$ cat src/design/sfc_pkg.sv
// ----------------------------------------------------------------------------
// sfc_pkg: shared types and constants of the stuffed frame checker
// Byte codes of the framing, status codes, the result record and the
// byte-wide CRC-16/KERMIT update.
// ----------------------------------------------------------------------------
package sfc_pkg;

  localparam logic [7:0] ESC_BYTE   = 8'hF8;
  localparam logic [7:0] START_BYTE = 8'hFB;
  localparam logic [7:0] STOP_BYTE  = 8'hFE;
  localparam logic [7:0] PRE_BYTE   = 8'hFF;
  localparam logic [7:0] RC_PLAIN   = 8'h00;
  localparam logic [7:0] RC_ALT     = 8'h10;
  localparam logic [7:0] ESC_MAX    = 8'h03;

  localparam logic [15:0] CRC_POLY = 16'h8408;

  localparam logic [7:0] REG_OWN_ADDR  = 8'd0;
  localparam logic [7:0] REG_PEER_ADDR = 8'd1;

  localparam logic [7:0] OWN_ADDR_RST  = 8'h11;
  localparam logic [7:0] PEER_ADDR_RST = 8'h3F;

  localparam logic [3:0] ST_OK       = 4'd0;
  localparam logic [3:0] ST_PREAMBLE = 4'd1;
  localparam logic [3:0] ST_START    = 4'd2;
  localparam logic [3:0] ST_DEST     = 4'd3;
  localparam logic [3:0] ST_SRC      = 4'd4;
  localparam logic [3:0] ST_REPLY    = 4'd5;
  localparam logic [3:0] ST_ESCAPE   = 4'd6;
  localparam logic [3:0] ST_SHORT    = 4'd7;
  localparam logic [3:0] ST_CRC      = 4'd8;

  typedef struct packed {
    logic [7:0] out_byte;
    logic       is_status;
    logic       last;
    logic [3:0] status;
    logic [7:0] command;
    logic [7:0] reply_code;
  } result_t;

  // Maps the escape follower 0..3 to the byte it stands for.
  function automatic logic [7:0] unescape(input logic [1:0] code);
    logic [7:0] v;
    case (code)
      2'd0:    v = 8'hF8;
      2'd1:    v = 8'hFB;
      2'd2:    v = 8'hFD;
      default: v = 8'hFE;
    endcase
    return v;
  endfunction

  // Reflected CRC-16 update by one byte, LSB first.
  function automatic logic [15:0] crc16_feed(input logic [15:0] c_in,
                                             input logic [7:0]  b);
    logic [15:0] c;
    c = c_in ^ {8'h00, b};
    for (int k = 0; k < 8; k++) begin
      if (c[0]) begin
        c = (c >> 1) ^ CRC_POLY;
      end else begin
        c = c >> 1;
      end
    end
    return c;
  endfunction

endpackage

$ cat src/design/sfc_out_buf.sv
// ----------------------------------------------------------------------------
// sfc_out_buf: two-entry result buffer
// An output register backed by a skid register, so the checker keeps taking
// bytes while a finished result waits for its transfer.
// ----------------------------------------------------------------------------
module sfc_out_buf (
  input  logic             clk,
  input  logic             rst_n,
  input  logic             push,
  input  sfc_pkg::result_t push_data,
  output logic             space,
  output logic             out_valid,
  input  logic             out_ready,
  output sfc_pkg::result_t out_data
);
  import sfc_pkg::*;

  logic    main_valid_r, main_valid_nxt;
  logic    skid_valid_r, skid_valid_nxt;
  result_t main_r, main_nxt;
  result_t skid_r, skid_nxt;
  logic    pop;

  assign pop       = main_valid_r && out_ready;
  assign space     = !skid_valid_r;
  assign out_valid = main_valid_r;
  assign out_data  = main_r;

  always_comb begin
    main_valid_nxt = main_valid_r;
    skid_valid_nxt = skid_valid_r;
    main_nxt       = main_r;
    skid_nxt       = skid_r;
    if (!main_valid_r || pop) begin
      if (skid_valid_r) begin
        main_nxt       = skid_r;
        main_valid_nxt = 1'b1;
        skid_valid_nxt = 1'b0;
      end else begin
        main_nxt       = push_data;
        main_valid_nxt = push;
      end
    end else if (push) begin
      // Output held by the consumer: park the new result.
      skid_nxt       = push_data;
      skid_valid_nxt = 1'b1;
    end
  end

  always_ff @(posedge clk) begin
    if (!rst_n) begin
      main_valid_r <= 1'b0;
      skid_valid_r <= 1'b0;
    end else begin
      main_valid_r <= main_valid_nxt;
      skid_valid_r <= skid_valid_nxt;
    end
    main_r <= main_nxt;
    skid_r <= skid_nxt;
  end

  a_skid_behind_main: assert property (@(posedge clk) disable iff (!rst_n)
    skid_valid_r |-> main_valid_r)
    else $error("skid entry held without an output entry");

  a_no_push_when_full: assert property (@(posedge clk) disable iff (!rst_n)
    push |-> !skid_valid_r)
    else $error("result pushed into a full buffer");

  a_stall_holds: assert property (@(posedge clk) disable iff (!rst_n)
    (main_valid_r && !out_ready) |=> (main_valid_r && $stable(main_r)))
    else $error("stalled result changed");

endmodule

$ cat src/design/stuffed_frame_checker_crc16.sv
// ----------------------------------------------------------------------------
// stuffed_frame_checker_crc16: deframer and CRC-16/KERMIT checker
// Checks preamble, start byte and addresses of a reply frame, un-escapes the
// body, forwards payload two bytes late and reports one status at the stop.
// ----------------------------------------------------------------------------
// A result is offered on out_valid in the cycle after the input transfer of the
// byte that causes it when the output register is free; a result parked in the
// skid register waits until the one ahead of it has been taken.
// Throughput: one byte per cycle while in_ready is high; the header check, unescape
// and byte-wide CRC update sit between the frame state registers and a two-entry
// result buffer. in_ready drops only when both result entries are occupied.
// Reset (synchronous, rst_n low): addresses return to 0x11 and 0x3F, the frame
// state is cleared and the result buffer is emptied.
module stuffed_frame_checker_crc16 (
  input  logic       clk,
  input  logic       rst_n,
  input  logic       in_valid,
  output logic       in_ready,
  input  logic [7:0] in_byte,
  output logic       out_valid,
  input  logic       out_ready,
  output logic [7:0] out_byte,
  output logic       out_is_status,
  output logic       out_last,
  output logic [3:0] out_status,
  output logic [7:0] out_command,
  output logic [7:0] out_reply_code,
  input  logic       cfg_valid,
  output logic       cfg_ready,
  input  logic [7:0] cfg_index,
  input  logic [7:0] cfg_data
);
  import sfc_pkg::*;

  typedef enum logic [2:0] {
    PH_PRE0, PH_PRE1, PH_START, PH_DEST, PH_SRC, PH_CMD, PH_RC, PH_BODY
  } phase_t;

  phase_t      phase_r, phase_nxt;
  logic        esc_r, esc_nxt;
  logic        disc_r, disc_nxt;
  logic [3:0]  err_r, err_nxt;
  logic [15:0] crc_r, crc_nxt;
  logic [7:0]  held0_r, held0_nxt;
  logic [7:0]  held1_r, held1_nxt;
  logic [1:0]  cnt_r, cnt_nxt;
  logic [7:0]  cmd_r, cmd_nxt;
  logic [7:0]  rc_r, rc_nxt;
  logic [7:0]  own_r, peer_r;

  logic        in_fire;
  logic        push;
  result_t     res;
  result_t     out_data;
  logic        space;

  assign cfg_ready = 1'b1;
  assign in_ready  = space;
  assign in_fire   = in_valid && in_ready;

  function automatic logic [3:0] header_check(input phase_t p, input logic [7:0] b,
                                              input logic [7:0] own,
                                              input logic [7:0] peer);
    logic [3:0] e;
    case (p)
      PH_PRE0, PH_PRE1: e = (b == PRE_BYTE)   ? ST_OK : ST_PREAMBLE;
      PH_START:         e = (b == START_BYTE) ? ST_OK : ST_START;
      PH_DEST:          e = (b == own)        ? ST_OK : ST_DEST;
      PH_SRC:           e = (b == peer)       ? ST_OK : ST_SRC;
      PH_CMD:           e = ST_OK;
      default:          e = (b == RC_PLAIN || b == RC_ALT) ? ST_OK : ST_REPLY;
    endcase
    return e;
  endfunction

  always_comb begin
    logic [3:0] hchk;
    logic [3:0] st;
    logic       have_v;
    logic [7:0] v;
    phase_nxt = phase_r;
    esc_nxt   = esc_r;
    disc_nxt  = disc_r;
    err_nxt   = err_r;
    crc_nxt   = crc_r;
    held0_nxt = held0_r;
    held1_nxt = held1_r;
    cnt_nxt   = cnt_r;
    cmd_nxt   = cmd_r;
    rc_nxt    = rc_r;
    push      = 1'b0;
    res       = '0;
    have_v    = 1'b0;
    v         = in_byte;
    st        = ST_OK;
    hchk      = header_check(phase_r, in_byte, own_r, peer_r);

    if (in_fire) begin
      if (in_byte == STOP_BYTE) begin
        if (disc_r) begin
          st = err_r;
        end else if (phase_r != PH_BODY) begin
          st = (hchk == ST_OK) ? ST_SHORT : hchk;
        end else if (esc_r) begin
          st = ST_ESCAPE;
        end else if (cnt_r != 2'd2) begin
          st = ST_SHORT;
        end else begin
          st = (held0_r == crc_r[7:0] && held1_r == crc_r[15:8]) ? ST_OK : ST_CRC;
        end
        push           = 1'b1;
        res.is_status  = 1'b1;
        res.last       = 1'b1;
        res.status     = st;
        res.command    = cmd_r;
        res.reply_code = rc_r;
        phase_nxt = PH_PRE0;
        esc_nxt   = 1'b0;
        disc_nxt  = 1'b0;
        err_nxt   = ST_OK;
        crc_nxt   = '0;
        held0_nxt = '0;
        held1_nxt = '0;
        cnt_nxt   = '0;
        cmd_nxt   = '0;
        rc_nxt    = '0;
      end else if (!disc_r) begin
        if (phase_r != PH_BODY) begin
          if (hchk != ST_OK) begin
            disc_nxt = 1'b1;
            err_nxt  = hchk;
          end else begin
            // The CRC restarts at the start byte and runs over the header.
            if (phase_r == PH_START) begin
              crc_nxt = crc16_feed(16'h0000, in_byte);
            end else if (phase_r != PH_PRE0 && phase_r != PH_PRE1) begin
              crc_nxt = crc16_feed(crc_r, in_byte);
            end
            if (phase_r == PH_CMD) begin
              cmd_nxt = in_byte;
            end
            if (phase_r == PH_RC) begin
              rc_nxt = in_byte;
            end
            phase_nxt = phase_t'(phase_r + 3'd1);
          end
        end else if (esc_r) begin
          esc_nxt = 1'b0;
          if (in_byte > ESC_MAX) begin
            disc_nxt = 1'b1;
            err_nxt  = ST_ESCAPE;
          end else begin
            v      = unescape(in_byte[1:0]);
            have_v = 1'b1;
          end
        end else if (in_byte == ESC_BYTE) begin
          esc_nxt = 1'b1;
        end else begin
          have_v = 1'b1;
        end

        if (have_v) begin
          // The two newest body bytes are held back as the candidate CRC.
          if (cnt_r == 2'd2) begin
            push         = 1'b1;
            res.out_byte = held0_r;
            crc_nxt      = crc16_feed(crc_r, held0_r);
            held0_nxt    = held1_r;
            held1_nxt    = v;
          end else begin
            if (cnt_r[0]) begin
              held1_nxt = v;
            end else begin
              held0_nxt = v;
            end
            cnt_nxt = cnt_r + 2'd1;
          end
        end
      end
    end
  end

  always_ff @(posedge clk) begin
    if (!rst_n) begin
      phase_r <= PH_PRE0;
      esc_r   <= 1'b0;
      disc_r  <= 1'b0;
      err_r   <= ST_OK;
      crc_r   <= '0;
      cnt_r   <= '0;
      cmd_r   <= '0;
      rc_r    <= '0;
      own_r   <= OWN_ADDR_RST;
      peer_r  <= PEER_ADDR_RST;
    end else begin
      phase_r <= phase_nxt;
      esc_r   <= esc_nxt;
      disc_r  <= disc_nxt;
      err_r   <= err_nxt;
      crc_r   <= crc_nxt;
      cnt_r   <= cnt_nxt;
      cmd_r   <= cmd_nxt;
      rc_r    <= rc_nxt;
      if (cfg_valid && cfg_ready) begin
        if (cfg_index == REG_OWN_ADDR) begin
          own_r <= cfg_data;
        end else if (cfg_index == REG_PEER_ADDR) begin
          peer_r <= cfg_data;
        end
      end
    end
    held0_r <= held0_nxt;
    held1_r <= held1_nxt;
  end

  sfc_out_buf u_out_buf (
    .clk       (clk),
    .rst_n     (rst_n),
    .push      (push),
    .push_data (res),
    .space     (space),
    .out_valid (out_valid),
    .out_ready (out_ready),
    .out_data  (out_data)
  );

  assign out_byte       = out_data.out_byte;
  assign out_is_status  = out_data.is_status;
  assign out_last       = out_data.last;
  assign out_status     = out_data.status;
  assign out_command    = out_data.command;
  assign out_reply_code = out_data.reply_code;

  a_cnt_range: assert property (@(posedge clk) disable iff (!rst_n)
    cnt_r != 2'd3)
    else $error("held byte count out of range");

  a_stop_clears: assert property (@(posedge clk) disable iff (!rst_n)
    (in_fire && in_byte == STOP_BYTE) |=> (phase_r == PH_PRE0 && !disc_r && !esc_r
                                           && cnt_r == 2'd0))
    else $error("frame state not cleared after the stop byte");

  a_body_only_hold: assert property (@(posedge clk) disable iff (!rst_n)
    (cnt_r != 2'd0 || esc_r) |-> (phase_r == PH_BODY))
    else $error("body state set outside the body");

  a_payload_two_late: assert property (@(posedge clk) disable iff (!rst_n)
    (push && !res.is_status) |-> (cnt_r == 2'd2 && !disc_r))
    else $error("payload result without two held bytes");

endmodule
$ cat config.mk
export PLATFORM = sky130hd
export DESIGN_NAME = stuffed_frame_checker_crc16
export DESIGN_NICKNAME = d
export VERILOG_FILES = /design/src/design/sfc_pkg.sv /design/src/design/sfc_out_buf.sv /design/src/design/stuffed_frame_checker_crc16.sv
export SDC_FILE = /design/constraint.sdc
export NUM_CORES = 1
export LEC_CHECK = 0
export BUFFER_PORTS_ARGS = -buffer_cell sky130_fd_sc_hd__buf_2
export CAP_MARGIN = 0
export CORE_UTILIZATION = 50
export CTS_CLUSTER_DIAMETER = 80
export DETAILED_ROUTE_END_ITERATION = 8
export PLACE_DENSITY = 0.69
export SETUP_SLACK_MARGIN = 0.2
export SLEW_MARGIN = 20
export SYNTH_ARGS = -nofsm -noshare
export SYNTH_HDL_FRONTEND = slang
export SYNTH_SLANG_ARGS = --single-unit
$ cat constraint.sdc
create_clock -name clk -period 6.4 [get_ports clk]
set_clock_uncertainty 0.1 [all_clocks]
set_input_delay 0.32 -clock clk [delete_from_list [all_inputs] [get_ports clk]]
set_output_delay 0.32 -clock clk [all_outputs]
set_load 0.1 [all_outputs]
After elaboration in Yosys (flattened, before gate mapping) --
Cells that the tools add are included. W data, S select, Z words.
Storage, ports and cells: output and inout port bits 33, register bits after elaboration 137, input bits 29, word-level logic and storage cells 359
Cells by class: reductions and logical operators 36, equal/unequal tests 28, muxes and demuxes 237, $lt $le $gt $ge 1, add/subtract/negate cells 2, bitwise operators 29
Operator list (count):
- $mux W16 | 158
- $mux W8 | 25
- $not A2 Y3 | 23
- $mux W30 | 2
- $mux W4 | 12
- $eq A8 B8 Y1 | 4
- $eq A8 B8 Y1 const B | 4
- $xor A16 B8 Y16 | 2
- $mux W1 | 25
- $mux W22 | 1
- $mux W3 | 6
- $logic_not A8 Y1 | 2
- $reduce_and A4 Y1 | 4
- $pmux W3 S5 | 1
- $reduce_and A5 Y1 | 3
- $mux W2 | 6
- $reduce_bool A3 Y1 | 4
- $eq A3 B3 Y1 const B | 3
- $pmux W3 S3 | 1
- $eq A8 B1 Y1 const B | 1
- $eq A8 B5 Y1 const B | 1
- $gt A8 B2 Y1 const B | 1
- $ne A2 B2 Y1 const B | 4
- $reduce_bool A2 Y1 | 4
- 22 further kinds | 36

Depth between registers and ports, before layout --
word-level depth 74, mapped depth 11, gate-level depth less buffers 9

By module --
Synthesis repeated with hierarchy kept, for this count alone.
Second synthesis, totals: cells, all modules 711, area, all modules 7412.1 um^2
By module, submodules not included:
- stuffed_frame_checker_crc16 | area each 5012.3 um^2, times used 1, cells each 608, seq. area each 1641.6 um^2
- sfc_out_buf | area each 2399.8 um^2, times used 1, cells each 103, seq. area each 1841.8 um^2

Worst setup path before layout --
No wires, ideal clock.
path kind reg-to-reg, start point reg u_out_buf.main_valid_r, in the netlist u_out_buf.out_valid, end point reg u_out_buf.skid_r[0] (netlist bit), enable pin, path slack 2.624 ns, data arrival time 3.261 ns, stages on the path, launching flop included 3, period minus slack after synthesis 3.776 ns, path buffers 0, required time 5.885 ns, library setup time 0.415 ns, cells stage by stage dfxtp_1 -> nand2b_1 -> nor2_1
Between the ends: longest elaborated chain between the ends 4, elaborated cells on any way between the ends 5, those cells by class bitwise (1); reduce/logical (4)
Ends and longest elaborated chain:
- from (decl) | RTL line sfc_out_buf.sv:18 | logic main_valid_r, main_valid_nxt;
- from (signal assigned) | RTL line sfc_out_buf.sv:55 | main_valid_r <= main_valid_nxt;
- $logic_not A1 Y1 or $logic_and A1 B1 Y1 (tied branches) | RTL line sfc_out_buf.sv:34, sfc_out_buf.sv:24
- $logic_or A1 B1 Y1 (*) | RTL line sfc_out_buf.sv:34 | if (!main_valid_r || pop) begin
- $not A1 Y1 (no line) (*)
- $reduce_and A2 Y1 (no line) (*)
- to (signal assigned) | RTL line sfc_out_buf.sv:59 | skid_r <= skid_nxt;
- to (decl) | RTL line sfc_out_buf.sv:21 | result_t skid_r, skid_nxt;
Every way passes the cells marked *; elsewhere a longest branch is shown, timed or not. A chain may end at the register's enable or synchronous reset.

Final worst setup path --
start point reg phase_r[0], end point reg crc_r[1]
Between the ends: longest elaborated chain between the ends 10, elaborated cells on any way between the ends 25, those cells by class eq/ne (7); mux (13); reduce/logical (5)
Ends and longest elaborated chain:
- from (decl) | RTL line stuffed_frame_checker_crc16.sv:39 | phase_t phase_r, phase_nxt;
- from (signal assigned) | RTL line stuffed_frame_checker_crc16.sv:196 | phase_r <= phase_nxt;
- $eq A3 B1 Y1, or another cell as far along | RTL line stuffed_frame_checker_crc16.sv:65 | case (p)
- $reduce_or A2 Y1 or $logic_and A1 B1 Y1 (tied branches) | RTL line stuffed_frame_checker_crc16.sv:65, stuffed_frame_checker_crc16.sv:136
- $pmux W3 S5 or $mux W16 (tied branches) | RTL line stuffed_frame_checker_crc16.sv:65, stuffed_frame_checker_crc16.sv:136
- $reduce_bool A4 Y1 or $mux W16 (tied branches) | RTL line stuffed_frame_checker_crc16.sv:129, stuffed_frame_checker_crc16.sv:134
- $mux W16 | RTL line stuffed_frame_checker_crc16.sv:129 | if (hchk != ST_OK) begin
- $mux W16 | RTL line stuffed_frame_checker_crc16.sv:128 | if (phase_r != PH_BODY) begin
- $mux W16 | RTL line stuffed_frame_checker_crc16.sv:164 | if (cnt_r == 2'd2) begin
- $mux W16 (*) | RTL line stuffed_frame_checker_crc16.sv:162 | if (have_v) begin
- $mux W16 (*) | RTL line stuffed_frame_checker_crc16.sv:127 | end else if (!disc_r) begin
- $mux W16 (*) | RTL line stuffed_frame_checker_crc16.sv:99 | if (in_byte == STOP_BYTE) begin
- to (signal assigned) | RTL line stuffed_frame_checker_crc16.sv:200 | crc_r <= crc_nxt;
- to (decl) | RTL line stuffed_frame_checker_crc16.sv:43 | logic [15:0] crc_r, crc_nxt;
Every way passes the cells marked *; elsewhere a longest branch is shown, timed or not. The select of a mux whose other input is x is not followed.

==> results by group <==
Worst hold path
  • Hold Crit Class: input pin to register
  • Hold depth: 3

Routing
  • # DRC: 0
  • Drt first pass iters: 5
  • Via-to-Cell Ratio: approximately 6
  • First DRT Iteration DRCs: about 470
  • Remaining antenna violation count after routing: 0
  • Total number of vias: between 5,000 and 6,000
  • WL final: around 18,000 um
  • WL/cell: 19.2 um

Clock network
  • Clk root buf: clkbuf_16
  • Setup bufs post-CTS: 0
  • H-tree level count: 4
  • Post-cts resize count: 0
  • Clock sink count: between 100 and 150
  • CTS Hold Bufs: 0
  • TritonCTS Buffers: 17
  • Worst-skew pair later-pin latency: approximately 0.43 ns
  • Max clock buf depth: 2
  • Clock slew at reported path FFs: 0.06 ns
  • CTS tree: yes

Worst setup path
  • CP Launch Type: register
  • WP data arrival: 3.48 ns
  • Crit path required time: ~6.6 ns
  • R2R depth: 8
  • Max Fanout on Critical Path: 16
  • Crit end category: register
  • WS Path Type: register to register

Logic synthesis
  • Synth Area in XOR/XNOR: a little over 10%
  • Synthesized area: about 7100 um^2
  • Synth area leaders: edfxtp_1 31%, dfxtp_1 17%, xnor2_1 6.2%, xor2_1 3.8%, nand2_1 3.2%
  • Post-Synth Simple-Gate Area: about 15%
  • Proportion of synthesized area in mux cells: ~3.1%
  • Most common library cells after synthesis: 74 x edfxtp_1, 60 x dfxtp_1, 60 x nand2_1
  • Yosys warnings: 0
  • Post-synthesis cell type count: 68
  • Synth async-reset ratio: 0%
  • Avg Synthesized Cell Area: about 10 um^2
  • Post-Synth Adder-Cell Area: 1.94%
  • Largest family of logic cells by synthesized area: compound AO/OA/AOI/OAI gates
  • Most common cell in the netlist: edfxtp_1
  • Ys flop type: edfxtp_1
  • Cells after synthesis: 699
  • Yosys top cell area share: between 30% and 40%
  • Syn nets: 739
  • EDFF count, synth: 74
  • Synth Register Bits: 134
  • Largest area contributor in the netlist: edfxtp_1
  • Compound-Gate Fraction of Synth Area: around 17%
  • Sequential fraction of the synthesis area: between 40% and 50%

Place
  • IO Port Bufs: 60
  • Dpl hpwl: 12,400 um
  • GPL Wtd Cong: approximately 0.92
  • Area post-placement: 7390 um^2

Power
  • Worst VDD drop: between 0.1 and 0.15 mV
  • Design Power: ~2000 uW
  • Leak Pwr: 0.00342 uW
  • Power Density: ~250 nW/um^2

Finish
  • Final instance area: about 8000 um^2
  • # nets final: 764
  • Layout cells sized above 1: between 15 and 20%
  • Area Growth Syn to Fin: 13.0%
  • # diodes: 0

Timing
  • Highest clock rate: approximately 0.3 GHz
  • RSZ-0062 raised after global routing: no
  • Final hold vios: 0
  • Max-slew violations: 0
  • Min Tclk post-route: approximately 3.3 ns
  • Worst slew pin tran: about 1.1 ns
  • Relative slew slack: between 20% and 30%
  • Final period util: approximately half
  • Fin Hold WS: a little over 0.02 ns
  • Final TNS setup: 0 ns
  • Setup-failing EPs final: 0

Global routing
  • First-pass GRT wire length: approximately 28,000 um
  • Initial antenna violation count: 0
  • M3 GR Usage: approximately 5.3%
  • GR Util met2: approximately 40%
  • Tot GR Track Use: roughly 26%
  • Largest net degree at the start of global routing: 33
  • Vias in the first global route: slightly above 5,000
  • Met1 track demand over resource: ~36%
  • GRT busiest layer: met2
  • Grt total ovfl: 0

Floorplanning
  • Row count: 43
  • Die Y: between 100 and 150 um
  • Core Region: between 10,000 and 15,000 um^2
  • Die ar.: about 15,000 um^2
  • Ports: between 60 and 70
  • Die span in x: ~120 um
  • Initial Utilization: 51.2%

Outcome
  • Status: complete, no violations

Run
  • Number of max-cap violations: 0
-- critical path, cell delays in order (launching register included) --
cell      delay [ns]
dfxtp_1         0.39
inv_1           0.09
ha_1            0.25
o21bai_1        0.72
a41o_1          0.19
o21ai_2         0.11
nor3_4          0.60
o21ai_1         0.31
a221o_1         0.40
-- sequential cells by signal (all words and copies together), names as in the netlist, 8 cells and up --
register and count:
held0_r 8, crc_r 16, u_out_buf.skid_r 29, held1_r 8
u_out_buf.out_data 29, own_r 8, cmd_r 8, peer_r 8
rc_r 8
-- cell type report --
type                            count  area [um^2]
Inverter                           17         63.8
Timing Repair Buffer               65          338
Sequential cell                   134         3420
Fill cell                        1196         5830
Multi-Input combinational cell    489         3340
Clock inverter                     15          178
Clock buffer                       17          425
Tap cell                          180          225
-- power by group --
group	switching, uW	total (uW)	internal (uW)	leakage [uW]
Sequential	2.00	904	902	0.00128
Clock	380	993	613	0.000292
Combinational	65.8	97.4	31.6	0.00184
Total	447	1990	1550	0.00342
-- placed cells by master (no fill, tap or decap), drive strengths merged, types with 17 or more instances in the layout --
master,n
o21ai,43
a22o,17
nand3,22
and3,18
a21oi,22
a21o,28
nand2,60
xor2,31
buf,65
mux2i,21
xnor2,50
inv,18
nor2,40
clkbuf,17
edfxtp,74
dfxtp,60
-- worst paths after layout --
path	from	to	slack, ns
max	phase_r[0]	crc_r[1]	3.14
min	cfg_data[1]	peer_r[1]	0.02
max reg2reg	phase_r[0]	crc_r[1]	3.14
min reg2reg	cmd_r[1]	cmd_r[1]	0.37
-- metrics by stage --
| stage | util, % | std cells | worst slack, ns |
|---|---|---|---|
| global route | 57.8 | 917 | 2.98 |
| CTS | 57.8 | 917 | 3.12 |
| finish | 57.8 | 917 | 3.14 |
| detailed placement | 53.4 | 885 | 3.05 |
| global placement | 53.4 | 885 | 3.08 |
| floorplan | - | 699 | 2.62 |
-- layer usage --
layer  share of wire, %  wire length, um
met5                  0                0
met3                7.0             1240
met2                 44             7810
met1                 46             8150
met4                2.5              436
-- cells by family after synthesis --
group | Yosys count
and+or+nand+nor | 200
AOI/OAI and AO/OA | 173
DFF | 134
xor gates and xnor gates | 82
buffers and inverters | 76
muxes | 22
adders and majority gates | 11
other | 1
Power figures use the tool's default switching activity.
